<file path="config.mk">
export PLATFORM = sky130hd
export DESIGN_NAME = track_marker_detector_unit
export DESIGN_NICKNAME = d
export VERILOG_FILES = /design/src/hw/rtl/tmd_pkg.sv /design/src/hw/rtl/track_marker_detector_unit.sv
export VERILOG_INCLUDE_DIRS = /design/src /design/src/hw/rtl
export SDC_FILE = /design/constraint.sdc
export NUM_CORES = 1
export LEC_CHECK = 0
export BUFFER_PORTS_ARGS = -buffer_cell sky130_fd_sc_hd__buf_2
export CORE_MARGIN = 2
export CORE_UTILIZATION = 57
export DETAILED_ROUTE_END_ITERATION = 12
export PLACE_DENSITY_LB_ADDON = 0.05
export SLEW_MARGIN = 25
export SYNTH_ARGS = -nofsm -noshare
export SYNTH_HDL_FRONTEND = slang
export SYNTH_SLANG_ARGS = --single-unit
</file>
<file path="constraint.sdc">
create_clock -name clk -period 10.21 [get_ports clk]
set_input_delay 1.5315 -clock clk [delete_from_list [all_inputs] [get_ports clk]]
set_output_delay 1.5315 -clock clk [all_outputs]
set_load 0.02 [all_outputs]
</file>
<file path="src/hw/rtl/track_marker_detector_unit_macros.svh">
// Assertion macros shared by the track marker detector RTL.
`ifndef TRACK_MARKER_DETECTOR_UNIT_MACROS_SVH
`define TRACK_MARKER_DETECTOR_UNIT_MACROS_SVH

// Same-cycle implication, checked out of reset.
`define TMD_ASSERT_IMP(label, clk, rst, ante, cons, msg) \
  label: assert property (@(posedge clk) disable iff (rst) (ante) |-> (cons)) \
    else $error(msg);

// Next-cycle implication, checked out of reset.
`define TMD_ASSERT_NXT(label, clk, rst, ante, cons, msg) \
  label: assert property (@(posedge clk) disable iff (rst) (ante) |=> (cons)) \
    else $error(msg);

`endif

</file>
<file path="src/hw/rtl/tmd_pkg.sv">
// Types and constants of the track marker detector.
`default_nettype none
package tmd_pkg;

  localparam int unsigned DIST_W   = 32;
  localparam int unsigned SAMPLE_W = 16;
  localparam int unsigned CFG_IDX_W = 2;
  localparam int unsigned CFG_DATA_W = 32;

  // Configuration register indexes
  localparam logic [CFG_IDX_W-1:0] REG_HIGH_THRESHOLD = 2'd0;
  localparam logic [CFG_IDX_W-1:0] REG_LOW_THRESHOLD  = 2'd1;
  localparam logic [CFG_IDX_W-1:0] REG_MARKER_LENGTH  = 2'd2;
  localparam logic [CFG_IDX_W-1:0] REG_CROSS_LENGTH   = 2'd3;

  // Reset values of the configuration registers
  localparam logic signed [SAMPLE_W-1:0] HIGH_THRESHOLD_RST = 16'sd800;
  localparam logic signed [SAMPLE_W-1:0] LOW_THRESHOLD_RST  = 16'sd500;
  localparam logic [DIST_W-1:0]          MARKER_LENGTH_RST  = 32'd10000;
  localparam logic [DIST_W-1:0]          CROSS_LENGTH_RST   = 32'd40400;

  // Reported marker kind
  typedef enum logic [1:0] {
    KIND_NONE  = 2'd0,
    KIND_LEFT  = 2'd1,
    KIND_RIGHT = 2'd2,
    KIND_CROSS = 2'd3
  } tmd_kind_t;

  // Tracking state of one sensor side
  typedef struct packed {
    logic              seen;
    logic              confirmed;
    logic [DIST_W-1:0] start;
  } tmd_side_t;

  // One marker report
  typedef struct packed {
    tmd_kind_t         kind;
    logic [DIST_W-1:0] at;
  } tmd_report_t;

  localparam tmd_side_t SIDE_CLEAR = '{seen: 1'b0, confirmed: 1'b0, start: '0};

endpackage
`default_nettype wire

</file>
<file path="src/hw/rtl/track_marker_detector_unit.sv">
// Track marker detector: hysteresis comparators and left/right/cross marker tracking.
//
// One result per input transfer, one transfer per cycle when the output side
// keeps up: the input is decided by one pass of compare, subtract and add logic
// and lands in the output register the cycle it is taken; in_ready stays high
// while that register is empty or being drained. Configuration is written through
// cfg_we/cfg_index/cfg_data; the user must write it only while idle, as the block
// does not check. The thresholds take the low 16 bits of cfg_data as a signed value.
`default_nettype none
module track_marker_detector_unit (
  input  wire logic                                clk,
  input  wire logic                                rst,
  // configuration
  input  wire logic                                cfg_we,
  input  wire logic [tmd_pkg::CFG_IDX_W-1:0]       cfg_index,
  input  wire logic [tmd_pkg::CFG_DATA_W-1:0]      cfg_data,
  // input channel
  input  wire logic                                in_valid,
  output      logic                                in_ready,
  input  wire logic signed [tmd_pkg::SAMPLE_W-1:0] left_sample,
  input  wire logic signed [tmd_pkg::SAMPLE_W-1:0] right_sample,
  input  wire logic [tmd_pkg::DIST_W-1:0]          travelled,
  // output channel
  output      logic                                out_valid,
  input  wire logic                                out_ready,
  output      logic                                left_level,
  output      logic                                right_level,
  output      logic [1:0]                          marker_kind,
  output      logic [tmd_pkg::DIST_W-1:0]          marker_at
);
  import tmd_pkg::*;

  `include "track_marker_detector_unit_macros.svh"

  // Pick the report from the confirmed flags and starts
  function automatic tmd_report_t make_report(input tmd_side_t l, input tmd_side_t r);
    tmd_report_t       rep;
    logic [DIST_W:0]   sum;
    sum = {1'b0, l.start} + {1'b0, r.start};
    if (l.confirmed && r.confirmed) begin
      rep.kind = KIND_CROSS;
      rep.at   = sum[DIST_W:1];
    end else if (l.confirmed) begin
      rep.kind = KIND_LEFT;
      rep.at   = l.start;
    end else if (r.confirmed) begin
      rep.kind = KIND_RIGHT;
      rep.at   = r.start;
    end else begin
      rep.kind = KIND_NONE;
      rep.at   = '0;
    end
    return rep;
  endfunction

  // Configuration registers
  logic signed [SAMPLE_W-1:0] high_threshold;
  logic signed [SAMPLE_W-1:0] low_threshold;
  logic [DIST_W-1:0]          marker_length;
  logic [DIST_W-1:0]          cross_length;

  // Tracking state
  logic      left_hyst;
  logic      right_hyst;
  tmd_side_t left_side;
  tmd_side_t right_side;

  logic      left_hyst_next;
  logic      right_hyst_next;
  tmd_side_t left_side_next;
  tmd_side_t right_side_next;
  tmd_report_t report_next;

  logic              accept;
  logic              left_reg;
  logic              right_reg;
  logic [DIST_W-1:0] left_dist;
  logic [DIST_W-1:0] right_dist;
  tmd_side_t         left_mid;
  tmd_side_t         right_mid;
  tmd_report_t       left_rep;
  tmd_report_t       right_rep;

  assign in_ready = !out_valid || out_ready;
  assign accept   = in_valid && in_ready;

  // Configuration write decode
  always_ff @(posedge clk) begin
    if (rst) begin
      high_threshold <= HIGH_THRESHOLD_RST;
      low_threshold  <= LOW_THRESHOLD_RST;
      marker_length  <= MARKER_LENGTH_RST;
      cross_length   <= CROSS_LENGTH_RST;
    end else if (cfg_we) begin
      unique case (cfg_index)
        REG_HIGH_THRESHOLD: high_threshold <= cfg_data[SAMPLE_W-1:0];
        REG_LOW_THRESHOLD:  low_threshold  <= cfg_data[SAMPLE_W-1:0];
        REG_MARKER_LENGTH:  marker_length  <= cfg_data[DIST_W-1:0];
        REG_CROSS_LENGTH:   cross_length   <= cfg_data[DIST_W-1:0];
        default: ;
      endcase
    end
  end

  // One step: comparators, left side, then right side
  always_comb begin
    left_hyst_next  = left_hyst  ? !(left_sample  < low_threshold)
                                 : (left_sample  > high_threshold);
    right_hyst_next = right_hyst ? !(right_sample < low_threshold)
                                 : (right_sample > high_threshold);

    // left side
    left_dist = travelled - left_side.start;
    left_mid  = left_side;
    right_mid = right_side;
    left_reg  = 1'b0;
    left_rep  = make_report(left_side, right_side);
    if (left_hyst_next) begin
      if (!left_side.seen) begin
        left_mid.seen  = 1'b1;
        left_mid.start = travelled;
      end else if (!left_side.confirmed && left_dist >= marker_length) begin
        left_mid.confirmed = 1'b1;
      end
    end else if (left_side.seen && left_dist >= cross_length) begin
      left_reg  = 1'b1;
      left_mid  = SIDE_CLEAR;
      right_mid = SIDE_CLEAR;
    end

    // right side, seeing what the left side left behind
    right_dist      = travelled - right_mid.start;
    left_side_next  = left_mid;
    right_side_next = right_mid;
    right_reg       = 1'b0;
    right_rep       = make_report(left_mid, right_mid);
    if (right_hyst_next) begin
      if (!right_mid.seen) begin
        right_side_next.seen  = 1'b1;
        right_side_next.start = travelled;
      end else if (!right_mid.confirmed && right_dist >= marker_length) begin
        right_side_next.confirmed = 1'b1;
      end
    end else if (right_mid.seen && right_dist >= cross_length) begin
      right_reg       = 1'b1;
      left_side_next  = SIDE_CLEAR;
      right_side_next = SIDE_CLEAR;
    end

    // a report without a marker has kind none and position zero
    if (right_reg) begin
      report_next = right_rep;
    end else if (left_reg) begin
      report_next = left_rep;
    end else begin
      report_next = '{kind: KIND_NONE, at: '0};
    end
  end

  // State update on each input transfer
  always_ff @(posedge clk) begin
    if (rst) begin
      left_hyst  <= 1'b0;
      right_hyst <= 1'b0;
      left_side  <= SIDE_CLEAR;
      right_side <= SIDE_CLEAR;
    end else if (accept) begin
      left_hyst  <= left_hyst_next;
      right_hyst <= right_hyst_next;
      left_side  <= left_side_next;
      right_side <= right_side_next;
    end
  end

  // Output register
  always_ff @(posedge clk) begin
    if (rst) begin
      out_valid <= 1'b0;
    end else if (accept) begin
      out_valid <= 1'b1;
    end else if (out_ready) begin
      out_valid <= 1'b0;
    end
  end

  always_ff @(posedge clk) begin
    if (accept) begin
      left_level  <= left_hyst_next;
      right_level <= right_hyst_next;
      marker_kind <= report_next.kind;
      marker_at   <= report_next.at;
    end
  end

  // Checks
  `TMD_ASSERT_IMP(a_conf_needs_seen_l, clk, rst, left_side.confirmed, left_side.seen,
    "left side confirmed without a start")
  `TMD_ASSERT_IMP(a_conf_needs_seen_r, clk, rst, right_side.confirmed, right_side.seen,
    "right side confirmed without a start")
  `TMD_ASSERT_NXT(a_right_reg_clears, clk, rst, accept && right_reg,
    !left_side.seen && !right_side.seen, "right registration did not clear both sides")
  `TMD_ASSERT_IMP(a_none_at_zero, clk, rst,
    out_valid && (marker_kind == KIND_NONE), marker_at == '0,
    "marker position set with no marker")

endmodule
`default_nettype wire
</file>
==> metrics.md, run 1 <==
| Metric | Value |
|---|---|
| Area delta synth->final | 29.0% |
| Largest family of logic cells by synthesized area | compound AO/OA/AOI/OAI gates |
| Drt via density | 6.32 |
| Antenna-violating nets left | 0 |
| Number of port buffers | 140 |
| Critical Path AT | 10.93 ns |
| Worst path max stage delay | 0.35 ns |
| First drt pass iteration count | 7 |
| Design area | ~26000 sq um |
| Crit-path slowest cell | fa_2 |
| Die Width | 190 microns |
| DRC viols | 0 |
| Fmax | about 94 MHz |
| Initial antenna violation count | 0 |
| Met3 usage | 0.0556 |
| Root Buffer | clkbuf_16 |
| Compound-Gate Fraction of Synth Area | 0.279 |
| Final period util | 1.04 |
| Finished Layout Cells | 3453 |
| EDFF count, synth | 36 |
| Chip height | between 150 and 200 microns |
| Buffer depth of the longest clock path | 3 |
| Yosys warns | 0 |
| Required @ worst endpoint | 10.52 ns |
| Mapped cell area | 19800 sq um |
| DIE AREA | roughly 36000 sq um |
| Worst skew pair latency | roughly 0.56 ns |
| Cells after Synth | 2565 |
| Number of DRC markers in iteration 0 | approximately 1900 |
| Worst hold path type | reg2reg |
| Library cells used by synthesis | slightly below 80 |
| Failing checks | setup timing |
| Gpl congestion | 0.979 |
| Layout cell share with drive strength beyond 1 | 0.246 |
| Starting density of the core | 0.577 |
| Cells after DPL | roughly 3300 |
| GRT overflow | 0 |
| Pwr/cell area | 140 nW/um^2 |
| Grt met2 use | 0.652 |
| Diode count | 0 |
| CP startpoint kind | input port |
| Final Hold Viols | 0 |
| Synth Area in Simple Gates | 0.172 |
| Final Slew Violations | 0 |
| Rows | 68 |
| Final setup fails | 94 |
| Slew margin rel. | 0.283 |
| Ports | 141 |
| Filler Cell Count | 2658 |
| Pre-CTS setup slack | -1.84 ns |
| Vias in the first global route | 21224 |
| Adder-cell area share of the yosys netlist | 0.203 |
| Global routing's busiest layer | met2 |
| Ys async rst share | 0 |
| Clock Pin Slew Worst Setup and Hold Paths | roughly 0.060 ns |
| CTS H-tree lvls | 1 |
| Setup Skew | between 0.01 and 0.015 ns |
| Post-synthesis sequential area ratio | 0.223 |
| Flop2flop setup slack | 0.31 ns |
| Nets@finish | around 3400 |
| Core ar. | 34400 sq um |
| Hold_buf cts | 0 |
| RSZ-0062 raised after global routing | yes |
| Worst Tran Pin Value | 1.08 ns |
| Post-Syn Nets | 2987 |
| Syn Area/Cell | 7.73 sq um |
| CTS Buf Count | 25 |
| Routed wire length | ~73000 microns |
| Status | finished, violations left |
| Crit Path Class | in2reg |
| Area post-placement | 23000 sq um |
| Synth Flop Type | dfxtp_1 |
| CP most frequent cell | a21o_1 |
| DR WL/cell | 21.0 microns |
| PnR worst setup slack | -0.407 ns |
| Max Cap Viol | 0 |
| CP Capture Type | register |
| Tmin final | ~11 ns |
| Clk sinks | 203 |
| Maximum VDD drop | between 0.1 and 0.15 mV |
| Mux contribution to synthesized area | 0.0133 |
| Final HPWL DP | 53000 microns |
| Synth Area in XOR/XNOR | 0.0486 |
| CTS tree | yes |
| Largest net degree at the start of global routing | 99 |
| FF/Latch Area | 4420 sq um |
| Max FO, Critical Path | 6 |
| Register bit total from synthesis | 203 |
| GRT met1 Usage | 0.476 |
| First-pass GRT wire length | roughly 110000 microns |
| Footprint of the multi-input gates | 15200 sq um |
| Via count | 21820 |
| Leak | 11.6 nW |
| Total Routing Usage GR | 0.384 |
==> cells in the final DEF, fill, tap and decap left out, types with 16 or more instances in the layout <==
cell,instances
nand3_1,45
clkbuf_16,29
buf_6,17
nor2b_1,21
buf_4,319
a22oi_1,29
inv_1,206
o21bai_1,19
xor2_1,32
o21a_1,21
a22o_1,56
and3_1,19
a211o_1,18
a22oi_2,41
a31oi_1,17
nand2_1,321
a21oi_2,27
dfxtp_1,167
nand2b_1,21
a21o_1,105
nor2_1,176
mux2i_1,16
buf_2,138
xnor2_1,72
a21oi_1,263
edfxtp_1,36
nand4_1,36
a211oi_1,17
nor3_1,24
o21ai_0,73
ha_1,309
==> layout make-up <==
type | instances | share of cell area
Inverter | 212 | 0.0312
Sequential cell | 203 | 0.173
Timing Repair Buffer | 493 | 0.144
Clock buffer | 35 | 0.0296
Clock inverter | 9 | 0.00440
Multi-Input combinational cell | 2046 | 0.595
Tap cell | 455 | 0.0223
==> repair_timing <==
action / CTS / global route
buffers inserted: 44 / 24
setup endpoints to repair: 102 / 102
pin swaps: 81 / 93
resized for setup: 140 / 102
gates cloned: 8 / 1
==> path summary, 6_finish.rpt <==
check,from,to,depth (start not counted)
setup / recovery,travelled[0],marker_at[26],53
hold / removal,marker_length[25],marker_length[25],2
setup reg to reg,left_side[0],marker_at[26],51
hold reg to reg,marker_length[25],marker_length[25],2
==> critical path: cells and delay by family <==
family                     cells  cell delay, ns
AOI/OAI and AO/OA             29            5.63
xor gates and xnor gates       2            0.25
adders and majority gates      6            1.60
buffers and inverters          8            0.85
and+or+nand+nor                8            1.05
==> kinds of logic after synthesis <==
logic type      Yosys count
buf+inv                 316
mux                      25
flops                   203
compound gates          831
xor+xnor                110
simple gates            761
fa+ha+maj               319
==> cell usage after synthesis (6+ instances only) <==
library cell / count / area (sq um)
a22o_1: 56 / 490
mux2i_1: 16 / 160
xnor2_1: 77 / 674
inv_1: 210 / 788
or3_1: 7 / 43.8
nand3_1: 55 / 275
nand2_1: 333 / 1250
a21oi_1: 291 / 1460
o22a_1: 6 / 52.6
o221ai_1: 7 / 61.3
o21a_1: 21 / 158
a22oi_1: 70 / 526
o211ai_1: 10 / 75.1
and2_1: 15 / 93.8
and3_1: 20 / 125
and4_1: 7 / 61.3
a31oi_1: 19 / 119
mux2_2: 8 / 90.1
ha_1: 315 / 3940
o21ai_0: 87 / 435
a2111oi_0: 8 / 70.1
dfxtp_1: 167 / 3340
a21o_1: 105 / 788
a211o_1: 18 / 158
nor2b_1: 22 / 138
a211oi_1: 19 / 143
clkbuf_1: 88 / 330
xor2_1: 33 / 289
nand4_1: 36 / 225
nor2_1: 184 / 691
edfxtp_1: 36 / 1080
nand2b_1: 21 / 131
o22ai_1: 13 / 81.3
o31ai_1: 10 / 75.1
nor3_1: 28 / 140
buf_2: 12 / 60.1
o21bai_1: 19 / 143
a221oi_1: 6 / 52.6
or2_2: 8 / 50.1
a21boi_0: 7 / 52.6
nand3b_1: 14 / 105
==> registers in the layout, summed over array words and instances, names as in the netlist, 2 cells and up <==
signal,flops
marker_length,32
left_side,34
high_threshold,16
right_side,34
marker_at,32
cross_length,32
low_threshold,16
marker_kind,2
==> per-layer routing <==
layer | routed length, microns | up-vias
li1 | - | 10133
met1 | 29000 | 10240
met2 | 33700 | 1109
met3 | 5780 | 338
met4 | 4150 | 0
met5 | 0 | -
==> metrics by stage <==
stage	hold slack (ns)	util	setup TNS [ns]	total power (W)
2_1_floorplan	0.436	-	0	0.00184
3_3_place_gp	0.442	0.668	-137.12	0.00237
3_5_place_dp	0.448	0.668	-161.74	0.00241
4_1_cts	0.457	0.726	-5.19	0.00348
5_1_grt	0.479	0.744	-52.88	0.00376
6_report	0.454	0.744	-18.33	0.00358
==> power breakdown <==
group          internal (W)  switching (W)
sequential         0.000859      0.0000484
clock              0.000568       0.000393
combinational      0.000772       0.000943
total               0.00220        0.00138
Note: power is estimated with default switching activity, not from simulation.
==> inputs of run 2 (changes only) <==
--- a/config.mk
+++ b/config.mk
@@ -11,5 +11,5 @@
 export CORE_UTILIZATION = 57
 export DETAILED_ROUTE_END_ITERATION = 12
-export PLACE_DENSITY_LB_ADDON = 0.05
+export PLACE_DENSITY = 0.79
 export SLEW_MARGIN = 25
 export SYNTH_ARGS = -nofsm -noshare
==> constraint.sdc (replaced) <==
create_clock -name clk -period 10.21 [get_ports clk]
set_input_delay 1.5315 -clock clk [delete_from_list [all_inputs] [get_ports clk]]
set_output_delay 1.5315 -clock clk [all_outputs]
set_load 0.1 [all_outputs]
==> run 2 against run 1 <==
The flow still finishes with violations (setup timing). Hold slack hardly changed. Die area stayed put. Sequential cell count stayed put. Sequential power hardly changed. Fmax is 1.8% higher. Critical path depth is 2 higher. Wire length is 6.4% lower. Clock power is 0.8% lower. First-iteration DRC count is 5.8% lower. Clock skew is 0.0014 ns higher. Total power is 1.2% lower. Register-to-register slack better by 0.19 ns. Critical path type unchanged.
==> metrics.md, run 2 (synthesis results as in run 1) <==
| Metric | Value |
|---|---|
| Diode count | 0 (unchanged) |
| Gpl congestion | 0.996 (+1.7%) |
| Area post-placement | 22600 sq um (-1.4%) |
| CP most frequent cell | a21o_1 |
| Hold_buf cts | 0 (unchanged) |
| Worst path max stage delay | 0.36 ns (about the same) |
| Number of port buffers | 140 (unchanged) |
| Via count | 21344 (-2.2%) |
| Nets@finish | 3353 (-1.5%) |
| CTS tree | yes |
| PnR worst setup slack | -0.218 ns (+0.188 ns) |
| Largest net degree at the start of global routing | 89 (-10%) |
| Buffer depth of the longest clock path | 3 (unchanged) |
| Crit Path Class | in2reg |
| Largest registers | left_side x34, right_side x34 |
| CP Capture Type | register |
| Ports | 141 (unchanged) |
| Final Hold Viols | 0 (unchanged) |
| Fin Hold WS | 0.454 ns (-0.00000100 ns) |
| First-pass GRT wire length | 106000 microns (-4.2%) |
| Final HPWL DP | 50800 microns (-4.2%) |
| Layout cell share with drive strength beyond 1 | 0.223 (-0.0234) |
| Most frequent cells in the layout | nand2_1, ha_1, buf_4, a21oi_1, inv_1 |
| Maximum VDD drop | 0.134 mV (+8.5%) |
| Max Cap Viol | 0 (unchanged) |
| Launch point of the worst reg-to-reg path | left_side[0] |
| Setup tns final | -5.45 ns (+12.88 ns) |
| Sw Ratio | 0.389 (+0.00241) |
| CP startpoint kind | input port |
| DRC viols | 0 (unchanged) |
| GRT overflow | 0 (unchanged) |
| Required @ worst endpoint | 10.52 ns (about the same) |
| Design area | 24900 sq um (-2.6%) |
| CTS H-tree lvls | 1 (unchanged) |
| Clk pwr share | 0.269 (about the same) |
| Clk sinks | 203 (unchanged) |
| Area delta synth->final | 25.7% |
| Leak | 11.3 nW (-2.7%) |
| Antenna-violating nets left | 0 (unchanged) |
| Final Slew Violations | 0 (unchanged) |
| Finished Layout Cells | 3404 (-1.4%) |
| Chip height | 190 microns (unchanged) |
| Setup Skew | 0.0164 ns (+0.00143 ns) |
| Comb pwr share | 0.475 (-0.004) |
| Drt via density | 6.27 (-0.77%) |
| Failing checks | setup timing |
| Tmin final | 10.43 ns (-0.188 ns) |
| Clock Pin Slew Worst Setup and Hold Paths | 0.06 ns (about the same) |
| Min-Delay Startpoint | low_threshold[10] |
| Number of DRC markers in iteration 0 | 1769 (-5.8%) |
| Net Sw Power | 0.00138 W (-0.61%) |
| Commonest non-fill, non-tap cell in the layout | nand2_1 |
| First drt pass iteration count | 6 (-1) |
| Sequential share of power | 0.256 (+0.003) |
| Stages on worst setup path | 55 (+3.8%) |
| Status | finished, violations left |
| Final setup fails | 76 (-19%) |
| DR WL/cell | 20.0 microns (-5.0%) |
| Crit path max-delay family | compound AO/OA/AOI/OAI gates |
| Hold depth | 2 (unchanged) |
| Root Buffer | clkbuf_16 |
| RSZ-0062 raised after global routing | yes |
| Pwr/cell area | 142 nW/um^2 (+1.4%) |
| Critical Path AT | 10.73 ns (-0.20 ns) |
| Worst hold path type | reg2reg |
| Rows | 68 (unchanged) |
| Crit. Startpoint | travelled[0] |
| Starting density of the core | 0.577 (unchanged) |
| Routed wire length | 68000 microns (-6.4%) |
| Max FO, Critical Path | 5 (-1) |
| Reg2Reg Depth | 53 (+3.9%) |
| CTS Buf Count | 25 (unchanged) |
| Slew margin rel. | 0.361 (+0.0782) |
| Crit-path slowest cell | fa_2 |
| Util after Layout | 0.725 (-0.0190) |
| DIE AREA | 36300 sq um (unchanged) |
| CP Buf/Inv Count | 9 (+1) |
| Final period util | 1.02 (-0.0185) |
| Filler Cell Count | 2710 (+2.0%) |
| Fmax | 95.9 MHz (+1.8%) |
| Internal power | 0.00216 W (-1.6%) |
| Vias in the first global route | 20764 (-2.2%) |
| Total Routing Usage GR | 0.364 (-0.0201) |
| Cells after DPL | 3306 (-1.2%) |
| Initial antenna violation count | 0 (unchanged) |
| Core ar. | 34400 sq um (unchanged) |
| Worst Tran Pin Value | 0.958 ns (-0.117 ns) |
| Die Width | 190 microns (unchanged) |
| Worst skew pair latency | 0.56 ns (about the same) |
run 2: worst reg2reg max path: cells and delay by family, from the launching register on:
family,cells,cell delay [ns]
AOI/OAI and AO/OA,33,5.66
adders and majority gates,6,1.42
buffers and inverters,7,0.86
DFF,1,0.39
and+or+nand+nor,5,0.80
xor gates and xnor gates,2,0.33
run 2: power by group through the flow:
stage,Clock (W),Sequential (W),Combinational [W]
after global routing,0.000988,0.000908,0.00183
after CTS,0.000957,0.000902,0.00156
after floorplan,0,0.000958,0.000927
final,0.000954,0.000905,0.00168
after global placement,0,0.000918,0.00145
after detailed placement,0,0.000918,0.00150
run 2: layout make-up:
| cell class | instances | area (sq um) | area share |
|---|---|---|---|
| multi-input combinational | 2046 | 15000 | 0.603 |
| sequential | 203 | 4420 | 0.178 |
| timing repair buffer | 443 | 3230 | 0.130 |
| inverter | 212 | 798 | 0.0320 |
| clock buffer | 34 | 731 | 0.0293 |
| tap | 455 | 569 | 0.0228 |
| clock inverter | 11 | 144 | 0.00577 |
run 2: worst paths after layout:
check | slack [ns] | end
setup / recovery | -0.22 | marker_at[30]
hold / removal | 0.45 | low_threshold[10]
setup reg to reg | 0.50 | marker_at[30]
hold reg to reg | 0.45 | low_threshold[10]
run 2: layer usage:
metal,wire (microns),up-vias,track usage
li1,-,10005,-
met1,27400,10075,0.440
met2,32000,999,0.627
met3,4950,265,0.0561
met4,3710,0,0.181
met5,0,-,0
run 2: what timing repair did:
item | CTS | global route
pin swaps | 44 | 78
buffers inserted | 25 | 26
resized for setup | 70 | 140
endpoints found under the setup margin | 102 | 102
gates cloned | 2 | 3
run 2: metrics by stage:
| stage | total power, W | setup WS [ns] |
|---|---|---|
| after floorplan | 0.00188 | 0.00882 |
| after global placement | 0.00237 | -1.01 |
| after detailed placement | 0.00242 | -1.45 |
| after CTS | 0.00342 | 0.0116 |
| after global routing | 0.00373 | -0.573 |
| final | 0.00354 | -0.218 |
